### src/hw/rtl/isc_pkg.sv
// isc_pkg: types and constants shared by the interpolation search core
// item and result structs, controller command and status structs, codes
// no dependencies
package isc_pkg;

    localparam int KEY_W = 32;
    localparam int IDX_W = 4;
    localparam int CNT_W = 5;

    localparam logic [CNT_W-1:0] CNT_RESET = 5'd16;

    localparam logic FUNC_LOAD   = 1'b0;
    localparam logic FUNC_SEARCH = 1'b1;

    localparam logic [1:0] RD_LO  = 2'd0;
    localparam logic [1:0] RD_HI  = 2'd1;
    localparam logic [1:0] RD_MID = 2'd2;

    typedef struct packed {
        logic                    func;
        logic [IDX_W-1:0]        entry_index;
        logic signed [KEY_W-1:0] entry_value;
        logic signed [KEY_W-1:0] search_key;
    } t_item;

    typedef struct packed {
        logic             found;
        logic [IDX_W-1:0] position;
    } t_result;

    typedef struct packed {
        logic       init;
        logic       load_wr;
        logic       rd_en;
        logic [1:0] rd_sel;
        logic       cap_alo;
        logic       cap_ahi;
        logic       prep;
        logic       mul;
        logic       div_step;
        logic       mid_calc;
        logic       mid_low;
        logic       cmp;
        logic       report_hit;
        logic       report_miss;
    } t_cmd;

    typedef struct packed {
        logic bounds_ok;
        logic out_of_range;
        logic ends_equal;
        logic key_eq;
    } t_sts;

endpackage

### src/hw/rtl/isc_ram.sv
// isc_ram: generic single write port, single read port memory
// read data registered
// no dependencies
module isc_ram #(
    parameter int WIDTH = 32,
    parameter int DEPTH = 16
) (
    input  logic                     i_clk,
    input  logic                     i_we,
    input  logic [$clog2(DEPTH)-1:0] i_waddr,
    input  logic [WIDTH-1:0]         i_wdata,
    input  logic                     i_re,
    input  logic [$clog2(DEPTH)-1:0] i_raddr,
    output logic [WIDTH-1:0]         o_rdata
);

    logic [WIDTH-1:0] r_mem [DEPTH];
    logic [WIDTH-1:0] r_rdata;

    always_ff @(posedge i_clk) begin
        if (i_we) begin
            r_mem[i_waddr] <= i_wdata;
        end
        if (i_re) begin
            r_rdata <= r_mem[i_raddr];
        end
    end

    assign o_rdata = r_rdata;

endmodule

### src/hw/rtl/isc_ctrl.sv
// isc_ctrl: sequencing state machine of the interpolation search core
// drives datapath commands, reads datapath status
// depends on isc_pkg
module isc_ctrl #(
    parameter int IW = 4
) (
    input  logic          i_clk,
    input  logic          i_rst_n,
    input  logic          i_start,
    input  logic          i_func,
    input  isc_pkg::t_sts i_sts,
    output isc_pkg::t_cmd o_cmd,
    output logic          o_busy,
    output logic          o_valid
);

    localparam int CW = $clog2(IW + 1);

    localparam logic [3:0] S_IDLE  = 4'd0;
    localparam logic [3:0] S_LOOP  = 4'd1;
    localparam logic [3:0] S_RDHI  = 4'd2;
    localparam logic [3:0] S_GETHI = 4'd3;
    localparam logic [3:0] S_CHECK = 4'd4;
    localparam logic [3:0] S_MUL   = 4'd5;
    localparam logic [3:0] S_DIV   = 4'd6;
    localparam logic [3:0] S_MID   = 4'd7;
    localparam logic [3:0] S_RDM   = 4'd8;
    localparam logic [3:0] S_CMP   = 4'd9;

    logic [3:0]    r_state, n_state;
    logic [CW-1:0] r_cnt, n_cnt;
    logic          r_valid, n_valid;
    isc_pkg::t_cmd w_cmd;

    always_comb begin
        n_state = r_state;
        n_cnt   = r_cnt;
        n_valid = 1'b0;
        w_cmd   = '0;
        unique case (r_state)
            S_IDLE: begin
                if (i_start) begin
                    if (i_func == isc_pkg::FUNC_SEARCH) begin
                        w_cmd.init = 1'b1;
                        n_state    = S_LOOP;
                    end else begin
                        w_cmd.load_wr = 1'b1;
                    end
                end
            end
            S_LOOP: begin
                if (!i_sts.bounds_ok) begin
                    w_cmd.report_miss = 1'b1;
                    n_valid           = 1'b1;
                    n_state           = S_IDLE;
                end else begin
                    w_cmd.rd_en  = 1'b1;
                    w_cmd.rd_sel = isc_pkg::RD_LO;
                    n_state      = S_RDHI;
                end
            end
            S_RDHI: begin
                w_cmd.rd_en   = 1'b1;
                w_cmd.rd_sel  = isc_pkg::RD_HI;
                w_cmd.cap_alo = 1'b1;
                n_state       = S_GETHI;
            end
            S_GETHI: begin
                w_cmd.cap_ahi = 1'b1;
                n_state       = S_CHECK;
            end
            S_CHECK: begin
                if (i_sts.out_of_range) begin
                    w_cmd.report_miss = 1'b1;
                    n_valid           = 1'b1;
                    n_state           = S_IDLE;
                end else if (i_sts.ends_equal) begin
                    w_cmd.mid_low = 1'b1;
                    n_state       = S_RDM;
                end else begin
                    w_cmd.prep = 1'b1;
                    n_state    = S_MUL;
                end
            end
            S_MUL: begin
                w_cmd.mul = 1'b1;
                n_cnt     = CW'(IW - 1);
                n_state   = S_DIV;
            end
            S_DIV: begin
                w_cmd.div_step = 1'b1;
                if (r_cnt == '0) begin
                    n_state = S_MID;
                end else begin
                    n_cnt = CW'(r_cnt - 1'b1);
                end
            end
            S_MID: begin
                w_cmd.mid_calc = 1'b1;
                n_state        = S_RDM;
            end
            S_RDM: begin
                w_cmd.rd_en  = 1'b1;
                w_cmd.rd_sel = isc_pkg::RD_MID;
                n_state      = S_CMP;
            end
            S_CMP: begin
                if (i_sts.key_eq) begin
                    w_cmd.report_hit = 1'b1;
                    n_valid          = 1'b1;
                    n_state          = S_IDLE;
                end else begin
                    w_cmd.cmp = 1'b1;
                    n_state   = S_LOOP;
                end
            end
            default: begin
                n_state = S_IDLE;
            end
        endcase
    end

    always_ff @(posedge i_clk) begin
        if (!i_rst_n) begin
            r_state <= S_IDLE;
            r_cnt   <= '0;
            r_valid <= 1'b0;
        end else begin
            r_state <= n_state;
            r_cnt   <= n_cnt;
            r_valid <= n_valid;
        end
    end

    assign o_cmd   = w_cmd;
    assign o_busy  = (r_state != S_IDLE);
    assign o_valid = r_valid;

endmodule

### src/hw/rtl/isc_dp.sv
// isc_dp: datapath of the interpolation search core
// table memory, bounds, probe multiply, restoring divider, result register
// depends on isc_pkg and isc_ram
module isc_dp #(
    parameter int DEPTH = 16
) (
    input  logic                        i_clk,
    input  isc_pkg::t_item              i_item,
    input  logic [isc_pkg::CNT_W-1:0]   i_count,
    input  isc_pkg::t_cmd               i_cmd,
    output isc_pkg::t_sts               o_sts,
    output isc_pkg::t_result            o_result
);

    localparam int IW = $clog2(DEPTH);
    localparam int SW = IW + 2;
    localparam int PW = isc_pkg::KEY_W + IW;
    localparam int KW = isc_pkg::KEY_W;

    logic signed [KW-1:0] r_key, r_alo, r_ahi;
    logic signed [SW-1:0] r_lo, r_hi, r_m;
    logic [KW-1:0]        r_diff, r_den;
    logic [IW-1:0]        r_span, r_q;
    logic [PW-1:0]        r_rem, r_dsh;
    isc_pkg::t_result     r_result;

    logic signed [KW-1:0] w_rdata;
    logic [IW-1:0]        w_raddr;
    logic                 w_we;
    logic signed [SW-1:0] w_hi_init, w_sum;
    logic signed [KW:0]   w_diff, w_den;
    logic [PW-1:0]        w_prod;
    logic                 w_ge;

    assign w_we = i_cmd.load_wr && (32'(i_item.entry_index) < DEPTH);

    always_comb begin
        unique case (i_cmd.rd_sel)
            isc_pkg::RD_LO: w_raddr = r_lo[IW-1:0];
            isc_pkg::RD_HI: w_raddr = r_hi[IW-1:0];
            default:        w_raddr = r_m[IW-1:0];
        endcase
    end

    isc_ram #(
        .WIDTH(KW),
        .DEPTH(DEPTH)
    ) u_ram (
        .i_clk  (i_clk),
        .i_we   (w_we),
        .i_waddr(IW'(i_item.entry_index)),
        .i_wdata(i_item.entry_value),
        .i_re   (i_cmd.rd_en),
        .i_raddr(w_raddr),
        .o_rdata(w_rdata)
    );

    assign w_hi_init = (32'(i_count) > DEPTH) ? SW'(DEPTH - 1) : SW'(int'(i_count) - 1);
    assign w_diff    = {r_key[KW-1], r_key} - {r_alo[KW-1], r_alo};
    assign w_den     = {r_ahi[KW-1], r_ahi} - {r_alo[KW-1], r_alo};
    assign w_prod    = PW'(r_diff) * PW'(r_span);
    assign w_ge      = (r_rem >= r_dsh);
    assign w_sum     = r_lo + $signed({2'b00, r_q});

    always_ff @(posedge i_clk) begin
        if (i_cmd.init) begin
            r_key <= i_item.search_key;
            r_lo  <= '0;
            r_hi  <= w_hi_init;
        end
        if (i_cmd.cap_alo) begin
            r_alo <= w_rdata;
        end
        if (i_cmd.cap_ahi) begin
            r_ahi <= w_rdata;
        end
        if (i_cmd.prep) begin
            r_diff <= w_diff[KW-1:0];
            r_den  <= w_den[KW-1:0];
            r_span <= IW'(r_hi - r_lo);
        end
        if (i_cmd.mul) begin
            r_rem <= w_prod;
            r_dsh <= PW'(r_den) << (IW - 1);
            r_q   <= '0;
        end
        if (i_cmd.div_step) begin
            if (w_ge) begin
                r_rem <= r_rem - r_dsh;
            end
            r_dsh <= r_dsh >> 1;
            r_q   <= IW'({r_q, w_ge});
        end
        if (i_cmd.mid_calc) begin
            r_m <= (w_sum > r_hi) ? r_hi : w_sum;
        end
        if (i_cmd.mid_low) begin
            r_m <= r_lo;
        end
        if (i_cmd.cmp) begin
            if (r_key > w_rdata) begin
                r_lo <= SW'(r_m + 1);
            end else begin
                r_hi <= SW'(r_m - 1);
            end
        end
        if (i_cmd.report_hit) begin
            r_result.found    <= 1'b1;
            r_result.position <= isc_pkg::IDX_W'(r_m);
        end
        if (i_cmd.report_miss) begin
            r_result.found    <= 1'b0;
            r_result.position <= '0;
        end
    end

    assign o_sts.bounds_ok    = (r_lo <= r_hi);
    assign o_sts.out_of_range = (r_key < r_alo) || (r_key > r_ahi);
    assign o_sts.ends_equal   = (r_alo == r_ahi);
    assign o_sts.key_eq       = (r_key == w_rdata);
    assign o_result           = r_result;

endmodule

### src/hw/rtl/interpolation_search_core.sv
// Interpolation search core. A load item (func 0) writes one table entry in the cycle it is
// accepted and leaves busy low; an index at or beyond DEPTH is dropped. A search item
// (func 1) raises busy and walks entries 0 to count-1, count being the entries_in_use
// register saturated to DEPTH. Each probe reads the low and high end values; a key outside
// them ends the search with a miss. With distinct end values a multiply and a divide give
// the probe index, with equal ones the low bound is probed; that entry is then read and
// compared. The probe cost is set by the single read port of the table memory, read up to
// three times per probe, and by the restoring divider that yields one quotient bit a cycle.
// The number of probes is data dependent: usually a few on evenly spread data, up to count
// on skewed data. The result appears on o_result for exactly one cycle under
// o_result_valid, in the cycle busy falls; it cannot be held off, so the receiver must take
// it then. The table must hold ascending values; entries searched must have been loaded.
// The user must write entries_in_use only while busy is low; the core does not enforce it.
// depends on isc_pkg, isc_ctrl, isc_dp
module interpolation_search_core #(
    parameter int DEPTH = 16
) (
    input  logic                      i_clk,
    input  logic                      i_rst_n,
    input  logic                      start,
    output logic                      busy,
    input  isc_pkg::t_item            i_item,
    input  logic                      i_cfg_we,
    input  logic [isc_pkg::CNT_W-1:0] i_cfg_wdata,
    output logic                      o_result_valid,
    output isc_pkg::t_result          o_result
);

    localparam int IW = $clog2(DEPTH);

    logic [isc_pkg::CNT_W-1:0] r_count;
    isc_pkg::t_cmd             w_cmd;
    isc_pkg::t_sts             w_sts;

    always_ff @(posedge i_clk) begin
        if (!i_rst_n) begin
            r_count <= isc_pkg::CNT_RESET;
        end else if (i_cfg_we) begin
            r_count <= i_cfg_wdata;
        end
    end

    isc_ctrl #(
        .IW(IW)
    ) u_ctrl (
        .i_clk  (i_clk),
        .i_rst_n(i_rst_n),
        .i_start(start),
        .i_func (i_item.func),
        .i_sts  (w_sts),
        .o_cmd  (w_cmd),
        .o_busy (busy),
        .o_valid(o_result_valid)
    );

    isc_dp #(
        .DEPTH(DEPTH)
    ) u_dp (
        .i_clk   (i_clk),
        .i_item  (i_item),
        .i_count (r_count),
        .i_cmd   (w_cmd),
        .o_sts   (w_sts),
        .o_result(o_result)
    );

endmodule

### config.mk
export PLATFORM = sky130hd
export DESIGN_NAME = interpolation_search_core
export DESIGN_NICKNAME = d
export VERILOG_FILES = /design/src/hw/rtl/isc_pkg.sv /design/src/hw/rtl/isc_ram.sv /design/src/hw/rtl/isc_ctrl.sv /design/src/hw/rtl/isc_dp.sv /design/src/hw/rtl/interpolation_search_core.sv
export SDC_FILE = /design/constraint.sdc
export NUM_CORES = 2
export LEC_CHECK = 0
export BUFFER_PORTS_ARGS = -buffer_cell sky130_fd_sc_hd__buf_4
export CORE_UTILIZATION = 45
export CTS_CLUSTER_DIAMETER = 30
export DETAILED_ROUTE_END_ITERATION = 7
export PLACE_DENSITY = 0.62
export SYNTH_ARGS = -nofsm -noshare
export SYNTH_HDL_FRONTEND = slang
export SYNTH_SLANG_ARGS = --single-unit
### constraint.sdc
create_clock -name i_clk -period 12.59 [get_ports i_clk]
set_clock_uncertainty 0.05 [all_clocks]
set_input_delay 2.518 -clock i_clk [delete_from_list [all_inputs] [get_ports i_clk]]
set_output_delay 2.518 -clock i_clk [all_outputs]
set_load 0.01 [all_outputs]
==> summary.txt <==
Outcome - finished, final reports clean
Worst-margin pin slew - 1.159 ns
RSZ-0062 raised after global routing - no
Fin. Hold Viols - 0
Post-synth EDFFs - 753
Total GRT Usage - 0.2119
Layout cell share with drive strength beyond 1 - 0.1639
Yosys cell types - 82
Final setup violation count - 0
Post-synthesis average cell area - 13.33 um^2
Die Ht - 306.8 um
Area of the die - 94,120 um^2
Fin crit period - 5.366 ns
Synthesized cell area - 41,800 um^2
Power, Total - 8765 uW
First-pass DRT Iterations - 5
# H-tree levels - 4
Final Max Slew Viols - 0
Setup TNS - 0 ns
CTS tree - done
Clk buf depth - 3
Worst EP arrival - 5.98 ns
Layout fillers - 7,391
Post-Syn Nets - 3,506
Fmax achieved - 186.3 MHz
Slowest-stage cell, CP - edfxtp_1
Crit Path Max Fanout - 32
Synthesis-to-finish area growth - 19.17%
Startpoint types - flip-flop
Largest stage delay, worst path - 0.85 ns
Routed Antenna Nets - 0
Cell mode on critical path - fa_1
Crit path capture type - flip-flop
Clock-pin transition on the worst setup and hold timing paths - 0.05 ns
Crit-path cells - nand2_1 > fa_1 > inv_1 > fa_1 > inv_1 > fa_1 > nor2b_1 > o31a_1 > o41a_1 > a31oi_1 > a31o_2 > o31ai_2 > a211oi_1 > o31a_1 > o311ai_1 > a21boi_0
Synth Warn # - 0
Pint - 6573 uW
Hold buffers post-CTS - 0
Fin util - 0.5427
Row count - 111
Number of gates resized after CTS - 0
Clock Latency Late Sink - 0.76 ns
WS Path Type - flip-flop to flip-flop
Total gr overflow - 0
Routed WL - 98,410 um
Starting Density - 0.4554
DRC viols - 0
Nets@finish - 3,692
Largest net degree at the start of global routing - 70
Seq/Total Area, Yosys - 0.5725
Via/cell ratio - 5.542
Commonest non-fill, non-tap cells in the layout - edfxtp_1 (753), inv_1 (302), ha_1 (227)
Dominant synthesized flop cell - edfxtp_1
Inserted Clock Buffers - 166
Clk pwr share - 0.508
Dpl cells - 4,397
P_sw - 2192 uW
Peak supply drop - 0.1540 mV
Core ar. - 91,800 um^2
Ys async rst share - 0
IO Count - 85
N_diodes - 0
Pwr dens - 175.9 nW/um^2
Crit path required time - 13.21 ns
GPL Wtd Cong - 0.8813
Number of I/O port buffers - 84
Sink Count - 819
Combinational share of power - 0.126
Clk root buf - clkbuf_16
Worst Hold Class - flip-flop to flip-flop
Via count - 26,057
Final period utilization - 0.4262
Gate Count Post-Synth - 3,136
DIE WIDTH - 306.8 um
Yosys reg bits - 819
Setup bufs post-CTS - 0
Reg power frac - 0.366
Max Cap Violations - 0
Number of global-route vias before repair - 27,110
Finished Layout Cells - 4,702
Switching share of power - 0.2501
First-pass GRT wire length - 153,100 um
Static leakage - 0.01937 uW
Dpl hpwl - 64,060 um
Most common cell after layout, fill and taps aside - edfxtp_1
Iteration-0 DRC Markers - 1,823
Initial antenna violation count - 5
Drt wl/cell - 20.93 um
Slew HR - 0.2243
[flip-flops by register name, indices dropped and copies added, names as in the netlist, 3 cells and up]
name,flops
u_dp.r_ahi,32
u_dp.u_ram.r_mem,512
u_dp.r_diff,32
u_dp.r_rem,36
u_dp.o_result,5
u_dp.r_hi,6
u_dp.r_q,4
r_count,5
u_ctrl.r_cnt,3
u_dp.r_alo,32
u_dp.r_span,4
u_ctrl.r_state,4
u_dp.r_den,32
u_dp.r_lo,6
u_dp.r_key,32
u_dp.r_m,6
u_dp.u_ram.o_rdata,32
u_dp.r_dsh,35
[power groups by stage]
stage	logic [uW]	registers [uW]	clock network, uW
4_1_cts	1110	3210	4510
5_1_grt	1230	3210	4640
3_3_place_gp	1070	3250	0
3_5_place_dp	1100	3250	0
6_report	1110	3210	4450
2_1_floorplan	817	3210	0
[path summary, 6_finish.rpt]
| check | slack [ns] | start | endpoint | cells after the start |
|---|---|---|---|---|
| hold reg to reg | 0.40 | u_dp.o_result[4]$_SDFFE_PP0P_ | u_dp.o_result[4]$_SDFFE_PP0P_ | 2 |
| setup / recovery | 7.22 | u_dp.r_span[1]$_DFFE_PP_ | u_dp.r_rem[34]$_DFF_P_ | 16 |
| hold / removal | 0.40 | u_dp.o_result[4]$_SDFFE_PP0P_ | u_dp.o_result[4]$_SDFFE_PP0P_ | 2 |
| setup reg to reg | 7.22 | u_dp.r_span[1]$_DFFE_PP_ | u_dp.r_rem[34]$_DFF_P_ | 16 |
[worst max-delay path: cells and delay by family, from the launching register on]
kind	cells	cell delay, ns
compound gates	9	2.31
fa+ha+maj	3	1.54
buf+inv	2	0.14
flops	1	0.85
simple gates	2	0.38
[metrics by stage]
| stage | setup WS [ns] | area, um^2 | hold WS (ns) |
|---|---|---|---|
| 3_5_place_dp | 7.228 | 44000 | 0.3979 |
| 3_3_place_gp | 7.405 | 44000 | 0.3867 |
| 2_1_floorplan | 3.176 | 41800 | 0.3929 |
| 5_1_grt | 6.960 | 49820 | 0.4318 |
| 6_report | 7.224 | 49820 | 0.4026 |
| 4_1_cts | 7.190 | 49820 | 0.4047 |
[logic make-up after synthesis]
kind of cell / count (synthesis) / synth area share
xor gates and xnor gates: 121 / 0.02535
muxes: 192 / 0.08471
AOI/OAI and AO/OA: 650 / 0.1005
DFF: 819 / 0.5725
buffers and inverters: 403 / 0.03744
and+or+nand+nor: 659 / 0.08037
adders and majority gates: 292 / 0.09907
[synthesized netlist by cell type, types with 45 or more instances]
cell type	number	area, um^2
mux4_2	128	2883
nor2b_1	65	406.6
xnor2_1	76	665.6
nor2_1	121	454.2
clkbuf_1	67	251.5
edfxtp_1	753	22610
and2_1	115	719.4
o21ai_0	122	610.6
a21o_1	74	555.5
mux2i_1	59	590.6
a211oi_1	67	503.0
nand2_1	171	641.9
fa_1	65	1301
xor2_1	45	394.1
dfxtp_1	66	1321
inv_1	302	1134
ha_1	227	2840
a21oi_1	199	996.0
[final cells by class]
cell class	count	area, um^2	area share
clock inverter	117	1459	0.02928
clock buffer	188	4363	0.08758
sequential	819	23930	0.4804
tap	1243	1555	0.03122
inverter	303	1137	0.02283
multi-input combinational	1914	16480	0.3309
timing repair buffer	118	885.9	0.01778
[layer usage]
layer / vias to the layer above / global-route usage / share of wire
met1: 13003 / 0.2723 / 0.43
li1: 12157 / - / -
met5: - / 0 / 0.00058
met3: 188 / 0.04004 / 0.051
met4: 8 / 0.07872 / 0.026
met2: 701 / 0.3563 / 0.49
No activity file was read; power rests on OpenSTA's default activity.
